`src/design/dsfh_pkg.sv`:
```
// Shared types, constants and helper functions for the dual-seed FNV-1a hash unit.
// No dependencies; every other design file imports this package.
package dsfh_pkg;

    localparam int DIGEST_W    = 64;
    localparam int BYTE_W      = 8;
    localparam int CFG_INDEX_W = 8;

    localparam logic [CFG_INDEX_W-1:0] CFG_SEED_A = 8'd0;
    localparam logic [CFG_INDEX_W-1:0] CFG_SEED_B = 8'd1;

    localparam logic [63:0] FNV_BASIS = 64'd1469598103934665603;
    localparam logic [63:0] MIX_MUL_A = 64'hBF58_476D_1CE4_E5B9;
    localparam logic [63:0] MIX_MUL_B = 64'h94D0_49BB_1331_11EB;

    localparam int MIX_SHIFT_0 = 30;
    localparam int MIX_SHIFT_1 = 27;
    localparam int MIX_SHIFT_2 = 31;

    // Partial-product steps of one 64x64 (low half) multiply
    localparam logic [1:0] STEP_LO_LO = 2'd0;
    localparam logic [1:0] STEP_HI_LO = 2'd1;
    localparam logic [1:0] STEP_LO_HI = 2'd2;

    typedef struct packed {
        logic [DIGEST_W-1:0] first;
        logic [DIGEST_W-1:0] second;
    } digest_pair_t;

    typedef enum logic [1:0] {
        B_IDLE,
        B_MUL_A,
        B_MUL_B,
        B_OUT
    } back_state_t;

    // FNV-1a step; the prime 2^40 + 0x1b3 reduces to shifts and adds
    function automatic logic [63:0] fnv_fold(input logic [63:0] h, input logic [BYTE_W-1:0] b);
        logic [63:0] x;
        x = h ^ {56'd0, b};
        return (x << 40) + (x << 8) + (x << 7) + (x << 5) + (x << 4) + (x << 1) + x;
    endfunction

endpackage

```
`src/design/dsfh_fifo.sv`:
```
// Short queue of unfinalized state pairs between the front and back ends.
// Depends on dsfh_pkg.
module dsfh_fifo
    import dsfh_pkg::*;
#(
    parameter int DEPTH = 2
)
(
    input  logic         clk,
    input  logic         rst_n,
    input  logic         push_valid,
    output logic         push_ready,
    input  digest_pair_t push_data,
    output logic         pop_valid,
    input  logic         pop_ready,
    output digest_pair_t pop_data
);

    localparam int PTR_W = (DEPTH > 1) ? $clog2(DEPTH) : 1;
    localparam int CNT_W = $clog2(DEPTH + 1);
    localparam logic [PTR_W-1:0] LAST_PTR = PTR_W'(DEPTH - 1);
    localparam logic [CNT_W-1:0] FULL_CNT = CNT_W'(DEPTH);

    digest_pair_t     mem_reg [DEPTH];
    logic [PTR_W-1:0] wr_ptr_reg;
    logic [PTR_W-1:0] wr_ptr_next;
    logic [PTR_W-1:0] rd_ptr_reg;
    logic [PTR_W-1:0] rd_ptr_next;
    logic [CNT_W-1:0] count_reg;
    logic [CNT_W-1:0] count_next;
    logic             do_push;
    logic             do_pop;

    assign push_ready = (count_reg != FULL_CNT);
    assign pop_valid  = (count_reg != '0);
    assign pop_data   = mem_reg[rd_ptr_reg];
    assign do_push    = push_valid && push_ready;
    assign do_pop     = pop_valid && pop_ready;

    always_comb
    begin
        wr_ptr_next = wr_ptr_reg;
        rd_ptr_next = rd_ptr_reg;
        count_next  = count_reg;
        if (do_push)
        begin
            wr_ptr_next = (wr_ptr_reg == LAST_PTR) ? '0 : wr_ptr_reg + 1'b1;
        end
        if (do_pop)
        begin
            rd_ptr_next = (rd_ptr_reg == LAST_PTR) ? '0 : rd_ptr_reg + 1'b1;
        end
        if (do_push && !do_pop)
        begin
            count_next = count_reg + 1'b1;
        end
        else if (do_pop && !do_push)
        begin
            count_next = count_reg - 1'b1;
        end
    end

    always_ff @(posedge clk or negedge rst_n)
    begin
        if (!rst_n)
        begin
            wr_ptr_reg <= '0;
            rd_ptr_reg <= '0;
            count_reg  <= '0;
        end
        else
        begin
            wr_ptr_reg <= wr_ptr_next;
            rd_ptr_reg <= rd_ptr_next;
            count_reg  <= count_next;
        end
    end

    always_ff @(posedge clk)
    begin
        if (do_push)
        begin
            mem_reg[wr_ptr_reg] <= push_data;
        end
    end

endmodule

```
`config.mk`:
```
export PLATFORM = sky130hd
export DESIGN_NAME = dsfh_fifo
export DESIGN_NICKNAME = d
export VERILOG_FILES = /design/src/design/dsfh_pkg.sv /design/src/design/dsfh_fifo.sv
export SDC_FILE = /design/constraint.sdc
export NUM_CORES = 1
export LEC_CHECK = 0
export BUFFER_PORTS_ARGS = -buffer_cell sky130_fd_sc_hd__buf_2
export CELL_PAD_IN_SITES_DETAIL_PLACEMENT = 2
export CELL_PAD_IN_SITES_GLOBAL_PLACEMENT = 2
export CORE_MARGIN = 1.5
export CORE_UTILIZATION = 41
export DETAILED_ROUTE_END_ITERATION = 10
export PLACE_DENSITY = 0.84
export SYNTH_ARGS = -nofsm -noshare
export SYNTH_HDL_FRONTEND = slang
export SYNTH_SLANG_ARGS = --single-unit
```
`constraint.sdc`:
```
create_clock -name clk -period 15 [get_ports clk]
set_input_delay 2.25 -clock clk [delete_from_list [all_inputs] [get_ports clk]]
set_output_delay 2.25 -clock clk [all_outputs]
set_load 0.03 [all_outputs]
```
==> insert_results.sql <==
INSERT INTO impl_metrics (metric_group, metric, value, unit) VALUES
('power', 'power.ir.vdd_worst', '0.110', 'mV'),
('cts', 'cts-hold-fix-buffers', '0', ''),
('logic_synthesis', 'synth.cell_area', '0.00947', 'mm²'),
('worst_setup_path', 'timing.critical_path.from_type', 'register', ''),
('cts', 'maximum_count_of_clock_buffers_along_a_single_path', '3', ''),
('logic_synthesis', 'synth.area.top_cells', 'sky130_fd_sc_hd__edfxtp_1 (81%), sky130_fd_sc_hd__mux2_2 (15%), sky130_fd_sc_hd__buf_6 (1.5%)', ''),
('floorplan', 'die-height', '155', 'µm'),
('grt', 'track_usage', '18.8', '%'),
('drt', 'drt-vias-per-instance', '4.91', ''),
('place', 'gp_routability_congestion', '0.744', ''),
('final_layout', 'share_of_post_route_cells_with_drive_strength_above_1', '60.4', '%'),
('sta', 'slew_violations', '0', ''),
('power', 'power.share.clock', '24.7', '%'),
('logic_synthesis', 'synthesis.area_per_instance', '22.8', 'µm²'),
('final_layout', 'fin_nets', '830', ''),
('logic_synthesis', 'synth.area.mux_share', '15.2', '%'),
('logic_synthesis', 'synth_top_area_share', '81.1', '%'),
('drt', 'routed_wire_length_per_instance', '22.6', 'µm'),
('sta', 'fin_skew', '7.87', 'ps'),
('sta', 'layout_worst_path_cycle_share', '35.3', '%'),
('logic_synthesis', 'post-synth-top-area-cell', 'sky130_fd_sc_hd__edfxtp_1', ''),
('drt', 'vias', '4937', ''),
('cts', 'cts.sink_count', '260', ''),
('cts', 'cts_buffers', '28', ''),
('logic_synthesis', 'syn_inst', '416', ''),
('logic_synthesis', 'synth-xor-area-share', '0.462', '%'),
('place', 'place.detailed.instances', '952', ''),
('drt', 'dr.first_iter.drc_count', '270', ''),
('worst_setup_path', 'critical_path_class', 'reg2out', ''),
('place', 'place.port_buffers', '261', ''),
('cts', 'clk_root_buffer_cell', 'sky130_fd_sc_hd__clkbuf_16', ''),
('outcome', 'status', 'finished clean', ''),
('cts', 'cts_tree', 'done', ''),
('final_layout', 'largest_register_ff_count', '256', ''),
('sta', 'final_hold_viol_count', '0', ''),
('drt', 'number_of_nets_with_antenna_violations_after_detailed_routing', '0', ''),
('logic_synthesis', 'ys.warnings.count', '0', ''),
('grt', 'vias_in_the_first_global_route', '5617', ''),
('power', 'netSwitchingPower', '0.000937', 'W'),
('cts', 'clkSlewWorstSetupHoldPaths', '60', 'ps'),
('place', 'dp_hpwl', '15500', 'µm'),
('worst_setup_path', 'critPathCaptureType', 'output pin', ''),
('final_layout', 'finalNonFillerCells', '1005', ''),
('flow_run', 'count_of_max_cap_constraint_violations', '0', ''),
('power', 'power.static_leakage', '4.44', 'nW'),
('power', 'intPower', '0.00168', 'W'),
('logic_synthesis', 'synth.distinct_cells', '14', ''),
('power', 'power_frac_comb', '34.4', '%'),
('logic_synthesis', 'adder_cell_fraction_of_synth_area', '0.132', '%'),
('floorplan', 'core_area', '0.0226', 'mm²'),
('power', 'switching_share', '35.8', '%'),
('cts', 'cts-resized-gates', '0', ''),
('logic_synthesis', 'syn_nets', '549', ''),
('cts', 'cts_setup_buffers', '0', ''),
('drt', 'drc', '0', ''),
('power', 'power_per_cell_area', '220', 'mW/mm²'),
('grt', 'grt_start_max_net_pins', '80', ''),
('final_layout', 'area_growth_syn_to_layout', '25.6', '%'),
('grt', 'global_route_wire_length_before_repair', '33700', 'µm'),
('final_layout', 'most-common-layout-cells', 'sky130_fd_sc_hd__buf_2 (261), sky130_fd_sc_hd__edfxtp_1 (256), sky130_fd_sc_hd__mux2_2 (128), sky130_fd_sc_hd__clkbuf_16 (29), sky130_fd_sc_hd__clkbuf_1 (13)', ''),
('floorplan', 'top_level_ports', '262', ''),
('sta', 'tns', '0', 'ps'),
('floorplan', 'die-width', '155', 'µm'),
('sta', 'grt_setup_unrepaired', 'false', ''),
('cts', 'cts.htree.levels', '1', ''),
('worst_hold_path', 'hold_path.class', 'reg2reg', ''),
('floorplan', 'fp-row-count', '55', ''),
('drt', 'routed_wl', '22700', 'µm'),
('logic_synthesis', 'synth_sequential_area_ratio', '82.2', '%'),
('worst_setup_path', 'critPathRequiredTime', '12750', 'ps'),
('final_layout', 'mostFrequentLayoutCell', 'sky130_fd_sc_hd__buf_2', '');
[synthesized netlist by cell type]
cell type	count
sky130_fd_sc_hd__dfrtp_1	4
sky130_fd_sc_hd__mux2_2	128
sky130_fd_sc_hd__buf_2	1
sky130_fd_sc_hd__nand2b_1	1
sky130_fd_sc_hd__xnor2_1	3
sky130_fd_sc_hd__xor2_1	2
sky130_fd_sc_hd__or2_2	1
sky130_fd_sc_hd__nor2_1	2
sky130_fd_sc_hd__and3_1	1
sky130_fd_sc_hd__edfxtp_1	256
sky130_fd_sc_hd__buf_6	13
sky130_fd_sc_hd__ha_1	1
sky130_fd_sc_hd__inv_1	1
sky130_fd_sc_hd__nand2_1	2
[path summary, 6_finish.rpt]
kind	endpoint	slack, ps
worst max register to register	mem_reg[1][88]	12260
worst min-delay path	count_reg[1]	530
worst min register to register	count_reg[1]	530
worst max-delay path	pop_data[87]	9700
min in group asynchronous	rd_ptr_reg	1530
max in group asynchronous	rd_ptr_reg	13330
[power groups by stage]
stage	registers, W	logic (W)	clock network (W)
after CTS	0.00107	0.000917	0.000667
after global placement	0.00107	0.000883	0
after detailed placement	0.00109	0.000909	0
final	0.00107	0.000899	0.000645
after floorplan	0.00106	0.000699	0
after global routing	0.00109	0.000947	0.000689
[layer usage]
metal	GRT usage, %	share of wire (%)	up-vias
met5	0	0.057	-
li1	-	-	2226
met1	20.1	35	2490
met4	4.90	2.0	2
met3	5.35	7.1	36
met2	36.1	56	183
[metrics by stage]
stage          setup WS [ps]  total power (W)  utilization [%]  hold WS (ps)  area [µm²]
2_1_floorplan           6710          0.00176                -           456        9470
3_3_place_gp           10270          0.00195             48.7           477       11000
3_5_place_dp           10180          0.00200             48.7           506       11000
4_1_cts                 9610          0.00266             52.6           525       11900
5_1_grt                 9480          0.00272             52.6           540       11900
6_report                9700          0.00261             52.6           527       11900
[critical path: stages, from the launching register on]
cell                      delay, ps
sky130_fd_sc_hd__dfrtp_4        870
sky130_fd_sc_hd__buf_4          910
sky130_fd_sc_hd__mux2_2         440
sky130_fd_sc_hd__buf_2          190
[layout make-up]
cell class,instances,area (µm²),area share [%]
clock inverter,8,65.1,0.547
tap,285,357,3.00
sequential,260,7790,65.5
inverter,1,3.75,0.0315
multi-input combinational,141,1540,13.0
timing repair buffer,265,1340,11.2
antenna,1,2.50,0.0210
clock buffer,44,802,6.74
[cell families after synthesis]
logic type	count (synthesis)
buffers and inverters	15
adder cells (fa/ha/maj)	1
AND/OR/NAND/NOR	7
multiplexers	128
flip-flops	260
XOR/XNOR	5
No activity file was read; power rests on OpenSTA's default activity.
