File: src/design/dsfh_pkg.sv
// Shared types, constants and helper functions for the dual-seed FNV-1a hash unit.
// No dependencies; every other design file imports this package.
package dsfh_pkg;

    localparam int DIGEST_W    = 64;
    localparam int BYTE_W      = 8;
    localparam int CFG_INDEX_W = 8;

    localparam logic [CFG_INDEX_W-1:0] CFG_SEED_A = 8'd0;
    localparam logic [CFG_INDEX_W-1:0] CFG_SEED_B = 8'd1;

    localparam logic [63:0] FNV_BASIS = 64'd1469598103934665603;
    localparam logic [63:0] MIX_MUL_A = 64'hBF58_476D_1CE4_E5B9;
    localparam logic [63:0] MIX_MUL_B = 64'h94D0_49BB_1331_11EB;

    localparam int MIX_SHIFT_0 = 30;
    localparam int MIX_SHIFT_1 = 27;
    localparam int MIX_SHIFT_2 = 31;

    // Partial-product steps of one 64x64 (low half) multiply
    localparam logic [1:0] STEP_LO_LO = 2'd0;
    localparam logic [1:0] STEP_HI_LO = 2'd1;
    localparam logic [1:0] STEP_LO_HI = 2'd2;

    typedef struct packed {
        logic [DIGEST_W-1:0] first;
        logic [DIGEST_W-1:0] second;
    } digest_pair_t;

    typedef enum logic [1:0] {
        B_IDLE,
        B_MUL_A,
        B_MUL_B,
        B_OUT
    } back_state_t;

    // FNV-1a step; the prime 2^40 + 0x1b3 reduces to shifts and adds
    function automatic logic [63:0] fnv_fold(input logic [63:0] h, input logic [BYTE_W-1:0] b);
        logic [63:0] x;
        x = h ^ {56'd0, b};
        return (x << 40) + (x << 8) + (x << 7) + (x << 5) + (x << 4) + (x << 1) + x;
    endfunction

endpackage

File: src/design/dsfh_byte_if.sv
// Byte input channel of the hash unit: one byte of a value and its last mark.
// Depends on dsfh_pkg.
interface dsfh_byte_if
    import dsfh_pkg::*;
();
    logic              valid;
    logic              ready;
    logic [BYTE_W-1:0] data_byte;
    logic              last_byte;

    modport source (output valid, output data_byte, output last_byte, input ready);
    modport sink   (input valid, input data_byte, input last_byte, output ready);
endinterface

File: src/design/dsfh_cfg_if.sv
// Configuration write channel: register index and write data.
// Depends on dsfh_pkg.
interface dsfh_cfg_if
    import dsfh_pkg::*;
();
    logic                   valid;
    logic                   ready;
    logic [CFG_INDEX_W-1:0] index;
    logic [DIGEST_W-1:0]    wdata;

    modport source (output valid, output index, output wdata, input ready);
    modport sink   (input valid, input index, input wdata, output ready);
endinterface

File: src/design/dsfh_front.sv
// Front end: seed registers, byte intake and the two running FNV-1a states.
// Pushes the unfinalized pair on each last byte. Depends on dsfh_pkg and the channel interfaces.
module dsfh_front
    import dsfh_pkg::*;
(
    input  logic          clk,
    input  logic          rst_n,
    dsfh_byte_if.sink     byte_in,
    dsfh_cfg_if.sink      cfg,
    output logic          push_valid,
    input  logic          push_ready,
    output digest_pair_t  push_data
);

    logic [DIGEST_W-1:0] seed_a_reg;
    logic [DIGEST_W-1:0] seed_a_next;
    logic [DIGEST_W-1:0] seed_b_reg;
    logic [DIGEST_W-1:0] seed_b_next;
    digest_pair_t        run_reg;
    digest_pair_t        run_next;
    logic                inside_reg;
    logic                inside_next;
    logic                accept;
    digest_pair_t        base;

    assign cfg.ready     = 1'b1;
    assign byte_in.ready = push_ready;
    assign accept        = byte_in.valid && byte_in.ready;

    always_comb
    begin
        seed_a_next = seed_a_reg;
        seed_b_next = seed_b_reg;
        if (cfg.valid)
        begin
            case (cfg.index)
                CFG_SEED_A: seed_a_next = cfg.wdata;
                CFG_SEED_B: seed_b_next = cfg.wdata;
                default:    ;
            endcase
        end
    end

    always_comb
    begin
        // start a fresh value from basis ^ seed
        if (inside_reg)
        begin
            base = run_reg;
        end
        else
        begin
            base.first  = FNV_BASIS ^ seed_a_reg;
            base.second = FNV_BASIS ^ seed_b_reg;
        end
        run_next.first  = fnv_fold(base.first, byte_in.data_byte);
        run_next.second = fnv_fold(base.second, byte_in.data_byte);
        inside_next     = accept ? !byte_in.last_byte : inside_reg;
    end

    assign push_valid = accept && byte_in.last_byte;
    assign push_data  = run_next;

    always_ff @(posedge clk or negedge rst_n)
    begin
        if (!rst_n)
        begin
            seed_a_reg <= '0;
            seed_b_reg <= '0;
            inside_reg <= 1'b0;
        end
        else
        begin
            seed_a_reg <= seed_a_next;
            seed_b_reg <= seed_b_next;
            inside_reg <= inside_next;
        end
    end

    always_ff @(posedge clk)
    begin
        if (accept)
        begin
            run_reg <= run_next;
        end
    end

endmodule

File: src/flat_wrapper.sv
// flat-port wrapper written by rule: the top's interface ports become plain ports
module dsfh_front_flat import dsfh_pkg::*;
  (clk, rst_n, push_valid, push_ready, push_data, byte_in_valid, byte_in_data_byte, byte_in_last_byte, byte_in_ready, cfg_valid, cfg_index, cfg_wdata, cfg_ready);
  dsfh_byte_if byte_in_i ();
  dsfh_cfg_if cfg_i ();
  input  logic clk;
  input  logic rst_n;
  output logic push_valid;
  input  logic push_ready;
  output digest_pair_t push_data;
  input wire logic [$bits(byte_in_i.valid)-1:0] byte_in_valid;
  input wire logic [$bits(byte_in_i.data_byte)-1:0] byte_in_data_byte;
  input wire logic [$bits(byte_in_i.last_byte)-1:0] byte_in_last_byte;
  output wire logic [$bits(byte_in_i.ready)-1:0] byte_in_ready;
  input wire logic [$bits(cfg_i.valid)-1:0] cfg_valid;
  input wire logic [$bits(cfg_i.index)-1:0] cfg_index;
  input wire logic [$bits(cfg_i.wdata)-1:0] cfg_wdata;
  output wire logic [$bits(cfg_i.ready)-1:0] cfg_ready;
  assign byte_in_i.valid = byte_in_valid;
  assign byte_in_i.data_byte = byte_in_data_byte;
  assign byte_in_i.last_byte = byte_in_last_byte;
  assign byte_in_ready = byte_in_i.ready;
  assign cfg_i.valid = cfg_valid;
  assign cfg_i.index = cfg_index;
  assign cfg_i.wdata = cfg_wdata;
  assign cfg_ready = cfg_i.ready;
  dsfh_front u_core (.clk(clk), .rst_n(rst_n), .byte_in(byte_in_i), .cfg(cfg_i), .push_valid(push_valid), .push_ready(push_ready), .push_data(push_data));
endmodule
File: config.mk
export PLATFORM = sky130hd
export DESIGN_NAME = dsfh_front_flat
export DESIGN_NICKNAME = d
export VERILOG_FILES = /design/src/design/dsfh_pkg.sv /design/src/design/dsfh_byte_if.sv /design/src/design/dsfh_cfg_if.sv /design/src/design/dsfh_front.sv /design/src/flat_wrapper.sv
export SDC_FILE = /design/constraint.sdc
export NUM_CORES = 2
export LEC_CHECK = 0
export ABC_AREA = 1
export BUFFER_PORTS_ARGS = -buffer_cell sky130_fd_sc_hd__buf_2
export CORE_MARGIN = 2
export CORE_UTILIZATION = 45
export CTS_CLUSTER_DIAMETER = 150
export DETAILED_ROUTE_END_ITERATION = 10
export PLACE_DENSITY_LB_ADDON = 0.3
export SLEW_MARGIN = 10
export SYNTH_ARGS = -nofsm -noshare
export SYNTH_HDL_FRONTEND = slang
export SYNTH_SLANG_ARGS = --single-unit
File: constraint.sdc
create_clock -name clk -period 17.3 [get_ports clk]
set_input_delay 4.325 -clock clk [delete_from_list [all_inputs] [get_ports clk]]
set_output_delay 4.325 -clock clk [all_outputs]
set_load 0.005 [all_outputs]
==> flow_metrics.env <==
export IMPL_cts_tree="built"
export IMPL_ant_nets=0
export IMPL_synth_nets=5339
export IMPL_grt_ovfl_total=0
export IMPL_avgViaCountPerCell=4.980
export IMPL_async_reset_ff_share_pct=50.19
export IMPL_seq_area_sq_um=7076
export IMPL_finalHoldViolCount=0
export IMPL_min_path_type="reg -> reg"
export IMPL_drt_pass1_iter_count=7
export IMPL_cts_setup_buffers=0
export IMPL_setup_viol=0
export IMPL_dpl_hpwl_microns=100900
export IMPL_grt_pass1_vias=28970
export IMPL_yosys_warnings=0
export IMPL_post_cts_resized=0
export IMPL_synth_edff_count=128
export IMPL_setup_tns_ns=0
export IMPL_clk_latency_ns=0.57
export IMPL_cp_end_kind="primary output"
export IMPL_antenna_cells=0
export IMPL_max_slew_worst_pin_slew_ns=1.223
export IMPL_fmax_mhz=70.04
export IMPL_multiInputGateArea_sq_um=22860
export IMPL_cp_start_kind="input pin"
export IMPL_synth_flop_cell="dfrtp_1"
export IMPL_path_cells="buf_2 > xor2_1 > inv_1 > fa_1 > inv_1 > fa_1 > inv_1 > fa_1 > fa_1 > inv_1 > ha_1 > nand2_1 > nor2_1 > inv_1 > nor2_1 > nand2_1 > nor2_1 > nand2_1 > nand3b_1 > nand2_1 > nand2_1 > buf_2"
export IMPL_drive_gt1_share_pct=8.366
export IMPL_antenna_found_initial=1
export IMPL_critical_path_top_delay_family="adder cells"
export IMPL_path_clk_slew_ns=0.05
export IMPL_grt_start_max_net_pins=129
export IMPL_gp_congestion=1.014
export IMPL_setup_slack_ns=3.023
export IMPL_std_cell_rows=102
export IMPL_met3_length_microns=10070
export IMPL_synth_area_sq_um=34890
export IMPL_cts_root_buffer="clkbuf_16"
export IMPL_io_pins=217
export IMPL_die_height_microns=282.4
export IMPL_final_nets=5563
export IMPL_die_area_sq_um=79770
export IMPL_avgSynthCellArea_sq_um=7.680
export IMPL_fillers=7749
export IMPL_utilization_pct=49.85
export IMPL_ys_seq_elements=257
export IMPL_drv_slew=0
export IMPL_wirelength_met1_microns=50640
export IMPL_fin_worst_skew_ns=0.02582
export IMPL_synth_cell_types=38
export IMPL_slowest_stage="xor2_1"
export IMPL_cp_arrival_ns=9.95
export IMPL_period_minus_slack_ns=14.28
export IMPL_die_w_microns=282.4
export IMPL_routed_wl_microns=116800
export IMPL_pre_cts_ws_ns=3.062
export IMPL_cts_hold_buf=0
export IMPL_drc_errors=0
export IMPL_area_growth_pct=10.13
export IMPL_start_util_pct=45.26
export IMPL_crit_required_ns=12.98
export IMPL_dr_wl_met2_microns=52390
export IMPL_core_sq_um=77080
export IMPL_critPathKind="in -> out"
export IMPL_top_layer="met5"
export IMPL_synth_seq_area_share_pct=20.27
export IMPL_grt_pass1_wl_microns=176100
export IMPL_cts_made_buffers=35
export IMPL_avgRoutedWirePerCell_microns=20.03
export IMPL_largest_reg_flops=128
export IMPL_cts_sinks=257
export IMPL_cp_num_buf_inv=7
export IMPL_drv_cap=0
export IMPL_num_vias=29046
export IMPL_cts_path_max_buffers=3
export IMPL_syn_inst=4543
export IMPL_slowest_delay_ns=0.76
export IMPL_timing_final_crit_share_pct=82.53
export IMPL_grtUsageTotal_pct=30.09
export IMPL_max_slew_margin_rel_pct=17.92
export IMPL_htreeDepth=2
export IMPL_drt_iter0_drc=2874
export IMPL_status="complete, no violations"
export IMPL_io_buffer_count=215
export IMPL_rsz0062_at_grt="false"
export IMPL_path_max_fanout=6
==> through the flow <==
step                hold WS, ns  instances  instance area (sq um)
floorplan                0.4478       4543                  34890
global placement         0.4635       5769                  37210
detailed placement       0.4685       5770                  37220
CTS                      0.4833       5833                  38410
finish                   0.4791       5833                  38420
global route             0.5017       5833                  38420
==> metal layers <==
| metal | track usage, % | up-vias |
|---|---|---|
| li1 | - | 13972 |
| met5 | 0 | - |
| met1 | 42.04 | 14012 |
| met2 | 47.04 | 927 |
| met3 | 6.426 | 133 |
| met4 | 8.873 | 2 |
==> worst min-delay path, cell delays in order, from the launching register on <==
cell and delay, ns:
dfrtp_1 0.34, nand2_1 0.05, o21ai_0 0.06
==> placed cells by master (no fill, tap or decap), drive strengths merged <==
cell type	netlist	routed
inv	1245	1252
nand2	1250	1250
fa	480	480
o21ai	282	282
buf	23	247
ha	230	230
nor2	191	191
nand3	147	147
dfrtp	129	129
edfxtp	128	128
a21oi	127	127
xor2	87	87
or2	58	58
clkbuf	37	50
nand4	31	31
o21bai	26	26
nor3	23	23
nand3b	15	15
xnor2	13	13
a21o	8	8
nor4	7	7
clkinv	0	6
and3b	2	2
o21a	2	2
a31o	1	1
conb	1	1
==> cells in the mapped netlist (all sizes together), types with 7 or more instances <==
cell type     n  share of area (%)
dfrtp       129                9.3
nor3         23               0.37
fa          480                 28
nand3b       15               0.32
nand2      1250                 13
o21ai       282                4.2
nor4          7               0.14
or2          58                1.0
nor2        191                2.1
clkbuf       37               0.40
inv        1245                 13
a21oi       127                1.8
xnor2        13               0.33
nand3       147                2.1
o21bai       26               0.56
buf          23               0.51
a21o          8               0.17
edfxtp      128                 11
xor2         87                2.3
nand4        31               0.56
ha          230                8.2
==> path summary, 6_finish.rpt <==
| check | start | to | slack, ns | depth (start not counted) |
|---|---|---|---|---|
| min in group asynchronous | rst_n | u_core.seed_a_reg[10]$_DFFE_PN0P_ | 3.73 | 1 |
| max | byte_in_data_byte[4] | push_data[57] | 3.02 | 22 |
| max in group asynchronous | rst_n | u_core.inside_reg$_DFFE_PN0P_ | 12.15 | 2 |
| min | u_core.seed_b_reg[54]$_DFFE_PN0P_ | u_core.seed_b_reg[54]$_DFFE_PN0P_ | 0.48 | 2 |
| max reg2reg | u_core.inside_reg$_DFFE_PN0P_ | u_core.run_reg[49]$_DFFE_PP_ | 9.53 | 23 |
| min reg2reg | u_core.seed_b_reg[54]$_DFFE_PN0P_ | u_core.seed_b_reg[54]$_DFFE_PN0P_ | 0.48 | 2 |
==> kinds of logic after synthesis <==
family          after synthesis  share of synthesized area, %
compound gates              446                         6.807
xor+xnor                    100                         2.661
fa+ha+maj                   710                         35.79
buf+inv                    1305                         14.31
flops                       257                         20.27
other cells                   1                       0.01075
simple gates               1724                         20.16
==> area by class of cell <==
| class | count | area share, % |
|---|---|---|
| Clock inverter | 13 | 0.2377 |
| Tap cell | 1040 | 3.387 |
| Timing Repair Buffer | 247 | 3.442 |
| Sequential cell | 257 | 18.41 |
| Multi-Input combinational cell | 2981 | 59.48 |
| Inverter | 1245 | 12.18 |
| Clock buffer | 50 | 2.862 |
Power is left out: the tool's default activity adds up to more than one toggle a clock period on the data nets, which glitch-free logic cannot reach.
