<file path="config.mk">
export PLATFORM = sky130hd
export DESIGN_NAME = dsfh_back_flat
export DESIGN_NICKNAME = d
export VERILOG_FILES = /design/src/design/dsfh_pkg.sv /design/src/design/dsfh_digest_if.sv /design/src/design/dsfh_back.sv /design/src/flat_wrapper.sv
export SDC_FILE = /design/constraint.sdc
export NUM_CORES = 2
export LEC_CHECK = 0
export BUFFER_PORTS_ARGS = -buffer_cell sky130_fd_sc_hd__buf_2
export CAP_MARGIN = 20
export CELL_PAD_IN_SITES_DETAIL_PLACEMENT = 0
export CELL_PAD_IN_SITES_GLOBAL_PLACEMENT = 2
export CORE_MARGIN = 2
export CORE_UTILIZATION = 43
export DETAILED_ROUTE_END_ITERATION = 8
export GPL_TIMING_DRIVEN = 0
export PLACE_DENSITY = 0.92
export SLEW_MARGIN = 10
export SYNTH_ARGS = -nofsm -noshare
export SYNTH_HDL_FRONTEND = slang
export SYNTH_SLANG_ARGS = --single-unit
</file>
<file path="constraint.sdc">
create_clock -name clk -period 17 [get_ports clk]
set_clock_uncertainty 0.15 [all_clocks]
set_input_delay 4.25 -clock clk [delete_from_list [all_inputs] [get_ports clk]]
set_output_delay 4.25 -clock clk [all_outputs]
set_load 0.1 [all_outputs]
</file>
<file path="src/design/dsfh_pkg.sv">
// Shared types, constants and helper functions for the dual-seed FNV-1a hash unit.
// No dependencies; every other design file imports this package.
package dsfh_pkg;

    localparam int DIGEST_W    = 64;
    localparam int BYTE_W      = 8;
    localparam int CFG_INDEX_W = 8;

    localparam logic [CFG_INDEX_W-1:0] CFG_SEED_A = 8'd0;
    localparam logic [CFG_INDEX_W-1:0] CFG_SEED_B = 8'd1;

    localparam logic [63:0] FNV_BASIS = 64'd1469598103934665603;
    localparam logic [63:0] MIX_MUL_A = 64'hBF58_476D_1CE4_E5B9;
    localparam logic [63:0] MIX_MUL_B = 64'h94D0_49BB_1331_11EB;

    localparam int MIX_SHIFT_0 = 30;
    localparam int MIX_SHIFT_1 = 27;
    localparam int MIX_SHIFT_2 = 31;

    // Partial-product steps of one 64x64 (low half) multiply
    localparam logic [1:0] STEP_LO_LO = 2'd0;
    localparam logic [1:0] STEP_HI_LO = 2'd1;
    localparam logic [1:0] STEP_LO_HI = 2'd2;

    typedef struct packed {
        logic [DIGEST_W-1:0] first;
        logic [DIGEST_W-1:0] second;
    } digest_pair_t;

    typedef enum logic [1:0] {
        B_IDLE,
        B_MUL_A,
        B_MUL_B,
        B_OUT
    } back_state_t;

    // FNV-1a step; the prime 2^40 + 0x1b3 reduces to shifts and adds
    function automatic logic [63:0] fnv_fold(input logic [63:0] h, input logic [BYTE_W-1:0] b);
        logic [63:0] x;
        x = h ^ {56'd0, b};
        return (x << 40) + (x << 8) + (x << 7) + (x << 5) + (x << 4) + (x << 1) + x;
    endfunction

endpackage

</file>
<file path="src/design/dsfh_digest_if.sv">
// Digest output channel of the hash unit: both finalized digests in one word.
// Depends on dsfh_pkg.
interface dsfh_digest_if
    import dsfh_pkg::*;
();
    logic                valid;
    logic                ready;
    logic [DIGEST_W-1:0] first_digest;
    logic [DIGEST_W-1:0] second_digest;

    modport source (output valid, output first_digest, output second_digest, input ready);
    modport sink   (input valid, input first_digest, input second_digest, output ready);
endinterface

</file>
<file path="src/design/dsfh_back.sv">
// Back end: splitmix64 finalizer for both lanes, one 32x32 partial product per lane
// per cycle, and the digest output register. Depends on dsfh_pkg and dsfh_digest_if.
module dsfh_back
    import dsfh_pkg::*;
(
    input  logic           clk,
    input  logic           rst_n,
    input  logic           pop_valid,
    output logic           pop_ready,
    input  digest_pair_t   pop_data,
    dsfh_digest_if.source  digest_out
);

    localparam int LANES = 2;

    back_state_t         state_reg;
    back_state_t         state_next;
    logic [1:0]          step_reg;
    logic [1:0]          step_next;
    logic [DIGEST_W-1:0] v_reg    [LANES];
    logic [DIGEST_W-1:0] v_next   [LANES];
    logic [DIGEST_W-1:0] acc_reg  [LANES];
    logic [DIGEST_W-1:0] acc_next [LANES];
    logic [DIGEST_W-1:0] lane_sum [LANES];
    logic [DIGEST_W-1:0] lane_in  [LANES];
    logic [DIGEST_W-1:0] mul_k;
    logic [31:0]         op_a     [LANES];
    logic [31:0]         op_k;
    logic                op_shift;
    logic [63:0]         prod     [LANES];

    assign lane_in[0] = pop_data.first;
    assign lane_in[1] = pop_data.second;

    // operand select for this partial product
    always_comb
    begin
        mul_k = (state_reg == B_MUL_A) ? MIX_MUL_A : MIX_MUL_B;
        op_k     = mul_k[31:0];
        op_shift = 1'b0;
        for (int i = 0; i < LANES; i++)
        begin
            op_a[i] = v_reg[i][31:0];
        end
        case (step_reg)
            STEP_LO_LO:
            begin
                op_k     = mul_k[31:0];
                op_shift = 1'b0;
            end
            STEP_HI_LO:
            begin
                op_k     = mul_k[31:0];
                op_shift = 1'b1;
                for (int i = 0; i < LANES; i++)
                begin
                    op_a[i] = v_reg[i][63:32];
                end
            end
            STEP_LO_HI:
            begin
                op_k     = mul_k[63:32];
                op_shift = 1'b1;
            end
            default:
            begin
                op_k     = mul_k[31:0];
                op_shift = 1'b0;
            end
        endcase
        for (int i = 0; i < LANES; i++)
        begin
            prod[i]     = {32'd0, op_a[i]} * {32'd0, op_k};
            lane_sum[i] = acc_reg[i] + (op_shift ? {prod[i][31:0], 32'd0} : prod[i]);
        end
    end

    always_comb
    begin
        state_next       = state_reg;
        step_next        = step_reg;
        pop_ready        = 1'b0;
        digest_out.valid = 1'b0;
        for (int i = 0; i < LANES; i++)
        begin
            v_next[i]   = v_reg[i];
            acc_next[i] = acc_reg[i];
        end
        case (state_reg)
            B_IDLE:
            begin
                pop_ready = 1'b1;
                if (pop_valid)
                begin
                    for (int i = 0; i < LANES; i++)
                    begin
                        v_next[i]   = lane_in[i] ^ (lane_in[i] >> MIX_SHIFT_0);
                        acc_next[i] = '0;
                    end
                    step_next  = STEP_LO_LO;
                    state_next = B_MUL_A;
                end
            end
            B_MUL_A, B_MUL_B:
            begin
                for (int i = 0; i < LANES; i++)
                begin
                    acc_next[i] = lane_sum[i];
                end
                case (step_reg)
                    STEP_LO_LO: step_next = STEP_HI_LO;
                    STEP_HI_LO: step_next = STEP_LO_HI;
                    default:
                    begin
                        // product done: apply the shift-xor and move on
                        step_next = STEP_LO_LO;
                        for (int i = 0; i < LANES; i++)
                        begin
                            acc_next[i] = '0;
                            if (state_reg == B_MUL_A)
                            begin
                                v_next[i] = lane_sum[i] ^ (lane_sum[i] >> MIX_SHIFT_1);
                            end
                            else
                            begin
                                v_next[i] = lane_sum[i] ^ (lane_sum[i] >> MIX_SHIFT_2);
                            end
                        end
                        state_next = (state_reg == B_MUL_A) ? B_MUL_B : B_OUT;
                    end
                endcase
            end
            B_OUT:
            begin
                digest_out.valid = 1'b1;
                if (digest_out.ready)
                begin
                    state_next = B_IDLE;
                end
            end
            default:
            begin
                state_next = B_IDLE;
            end
        endcase
    end

    assign digest_out.first_digest  = v_reg[0];
    assign digest_out.second_digest = v_reg[1];

    always_ff @(posedge clk or negedge rst_n)
    begin
        if (!rst_n)
        begin
            state_reg <= B_IDLE;
            step_reg  <= STEP_LO_LO;
        end
        else
        begin
            state_reg <= state_next;
            step_reg  <= step_next;
        end
    end

    always_ff @(posedge clk)
    begin
        for (int i = 0; i < LANES; i++)
        begin
            v_reg[i]   <= v_next[i];
            acc_reg[i] <= acc_next[i];
        end
    end

endmodule

</file>
<file path="src/flat_wrapper.sv">
// flat-port wrapper written by rule: the top's interface ports become plain ports
module dsfh_back_flat import dsfh_pkg::*;
  (clk, rst_n, pop_valid, pop_ready, pop_data, digest_out_valid, digest_out_first_digest, digest_out_second_digest, digest_out_ready);
  dsfh_digest_if digest_out_i ();
  input  logic clk;
  input  logic rst_n;
  input  logic pop_valid;
  output logic pop_ready;
  input  digest_pair_t pop_data;
  output wire logic [$bits(digest_out_i.valid)-1:0] digest_out_valid;
  output wire logic [$bits(digest_out_i.first_digest)-1:0] digest_out_first_digest;
  output wire logic [$bits(digest_out_i.second_digest)-1:0] digest_out_second_digest;
  input wire logic [$bits(digest_out_i.ready)-1:0] digest_out_ready;
  assign digest_out_valid = digest_out_i.valid;
  assign digest_out_first_digest = digest_out_i.first_digest;
  assign digest_out_second_digest = digest_out_i.second_digest;
  assign digest_out_i.ready = digest_out_ready;
  dsfh_back u_core (.clk(clk), .rst_n(rst_n), .pop_valid(pop_valid), .pop_ready(pop_ready), .pop_data(pop_data), .digest_out(digest_out_i));
endmodule
</file>
==> results.md <==
- Share of post-route cells with drive strength above 1: 0.0656
- Primary FF master, synth: edfxtp_1
- Final hold vios: 0
- Slew Limit Fails: 0
- Antenna violations before repair: 27
- Antenna Nets Post-Route: 0
- Dpl ws: 0.0265 ns
- GPL Wtd Cong: 1.05
- Met3 Usage GRT: 0.0999
- Top Ports: 262
- WL per Instance: 31.8 um
- Synth top area cells: fa_1 40%, ha_1 13%, edfxtp_1 9.7%
- Kind of critical path: reg -> reg
- Worst slew pin tran: 1.33 ns
- TritonCTS buffer count: 26
- Max Fclk: 60.1 MHz
- Max Buffers Root-to-Sink: 3
- Busiest layer in global routing: met2
- Hold-fix buffers at CTS: 0
- Async set-or-reset flop fraction in the synthesized netlist: 0.0154
- First-pass DRT Iterations: 6
- Fillers: 18100
- Via count: 65000
- Max cap viols: 0
- Yosys top cell by area: fa_1
- Die height: 434 um
- Routed vias/inst: 5.73
- Largest net degree at the start of global routing: 97
- First-pass GRT wire length: 507 mm
- Chip width: 434 um
- Synthesized area per cell: 9.35 um^2
- Min setup slack post-route: 0.364 ns
- Share of the synthesized area in the top cell type: 0.401
- CP Max Fanout: 11
- Cell Area, Synth: 0.0796 mm^2
- Critical Path End Type: flip-flop
- CTS tree: built
- Global Route met1 Usage: 0.529
- DRC Markers: 0
- RSZ-0062 raised after global routing: false
- DP Wirelength: 313 mm
- Detailed Route Iter0 Violations: 7556
- Setup TNS Final: 0 ns
- Root Driver: clkbuf_16
- CTS sink cnt: 260
- Crit start category: flip-flop
- Critical Path AT: 16.79 ns
- Max incr delay on CP: 0.73 ns
- Vias in the first global route: 66900
- Tmin final: 16.64 ns
- Core area: 0.183 mm^2
- IO buf count: 261
- Synth-to-layout area growth: 8.09%
- Final wirelength: 361 mm
- Met2 usage: 0.566
- Synthesized net count: 11100
- Mapped Cells: 8512
- Setup Viol. Count Final: 0
- CTS HTree Levels: 1
- Worst Hold Class: reg -> reg
- Crit share post-route: 0.979
- WP data required: 17.15 ns
- Yosys cell types: 94
- Critical-path top delay cell: clkbuf_2
- Gr ovfl total: 0
- Tot GR Track Use: 0.387
- Die Area: 0.189 mm^2
- Synthesis Warnings: 0
- Row Count: 157
- Initial Util: 0.434
- Nets@finish: 11400
- Post-synth EDFFs: 256
- Worst-path clk slew: 0.08 ns
- Seq cells post-synth: 260
- Status: completed
- Register area share after synthesis: 0.0978
- Worst rel slew slack: 0.110
- Clk_lat worst skew: 0.59 ns
==> Yosys cell counts (all sizes together) (18+ instances only) <==
cell type and instances:
nand2b 41, edfxtp 256, a31oi 35, ha 854
buf 31, o21ai 236, nand3 55, a211oi 25
o211ai 18, a21o 192, nand2 496, mux2 74
inv 1989, a21oi 402, nor3 37, fa 1596
and3 29, o21a 29, mux2i 92, or2 18
nand4 50, xnor2 267, clkinv 31, o21bai 59
and2 117, xor2 182, nor2 846, nor2b 34
clkbuf 220
==> cell families after synthesis <==
| logic type | share of synthesized area |
|---|---|
| mux | 0.0221 |
| flops | 0.0978 |
| buf+inv | 0.107 |
| compound gates | 0.0920 |
| xor+xnor | 0.0494 |
| fa+ha+maj | 0.536 |
| simple gates | 0.0961 |
==> routing by layer <==
layer / vias to the layer above / share of wire / wire length (um)
met2: 3976 / 0.42 / 153000
met1: 33100 / 0.40 / 145000
met5: - / 0.000083 / 30
li1: 27200 / - / -
met3: 805 / 0.11 / 41100
met4: 4 / 0.061 / 22100
==> stage by stage <==
step           cells  hold WS [ns]  instance area [um^2]   util
2_1_floorplan   8512         0.356                 79600      -
3_3_place_gp   11200         0.370                 84000  0.458
3_5_place_dp   11300         0.396                 85000  0.463
4_1_cts        11300         0.415                 86000  0.468
5_1_grt        11300         0.446                 86000  0.469
6_report       11400         0.426                 86100  0.469
==> cell type report <==
cell class | count | area [um^2] | share of cell area
antenna | 19 | 47.5 | 0.000553
buffer | 251 | 1010 | 0.0117
clock buffer | 28 | 679 | 0.00790
clock inverter | 20 | 259 | 0.00301
inverter | 2020 | 7600 | 0.0883
multi-input combinational | 5981 | 63400 | 0.737
sequential | 260 | 7790 | 0.0905
tap | 2464 | 3080 | 0.0358
timing repair buffer | 316 | 2160 | 0.0251
==> worst paths after layout <==
kind	end	start	slack [ns]	depth (start not counted)
worst max-delay path	u_core.v_reg[0][30]	u_core.step_reg[1]	0.36	44
worst min-delay path	u_core.state_reg[1]	u_core.state_reg[1]	0.43	1
worst max register to register	u_core.v_reg[0][30]	u_core.step_reg[1]	0.36	44
worst min register to register	u_core.state_reg[1]	u_core.state_reg[1]	0.43	1
max in group asynchronous	u_core.step_reg[0]	rst_n	13.28	1
min in group asynchronous	u_core.state_reg[0]	rst_n	3.30	1
==> layout by cell type, fill, tap and decap left out, types with 41 or more instances in the layout <==
master    netlist  routed
clkbuf_1      220     184
nand4_1        50      50
a21o_1        192     192
mux2_2         73      73
nand2b_1       41      41
xor2_1        182     182
a21oi_1       402     402
mux2i_1        92      75
edfxtp_1      256     256
o21ai_0       223     223
buf_2           5     276
fa_1         1596    1596
xnor2_1       267     266
and2_1        116     116
inv_1        1980    1979
nand2_1       496     496
nand3_1        55      55
ha_1          854     854
nor2_1        846     843
o21bai_1       59      59
==> what timing repair did <==
item | CTS | global route
setup endpoints to repair | 1 | 15
resized for setup | 1 | 7
pin swaps | 0 | 0
setup buffers | 0 | 0
==> critical path, delay by kind of cell, from the launching register on <==
family | cells | cell delay [ns]
simple gates | 9 | 3.08
fa+ha+maj | 11 | 4.55
flops | 1 | 0.41
buf+inv | 10 | 3.02
compound gates | 9 | 3.04
mux | 3 | 1.09
xor+xnor | 2 | 0.96
Power is left out: the tool's default activity adds up to more than one toggle a clock period on the data nets, which glitch-free logic cannot reach.
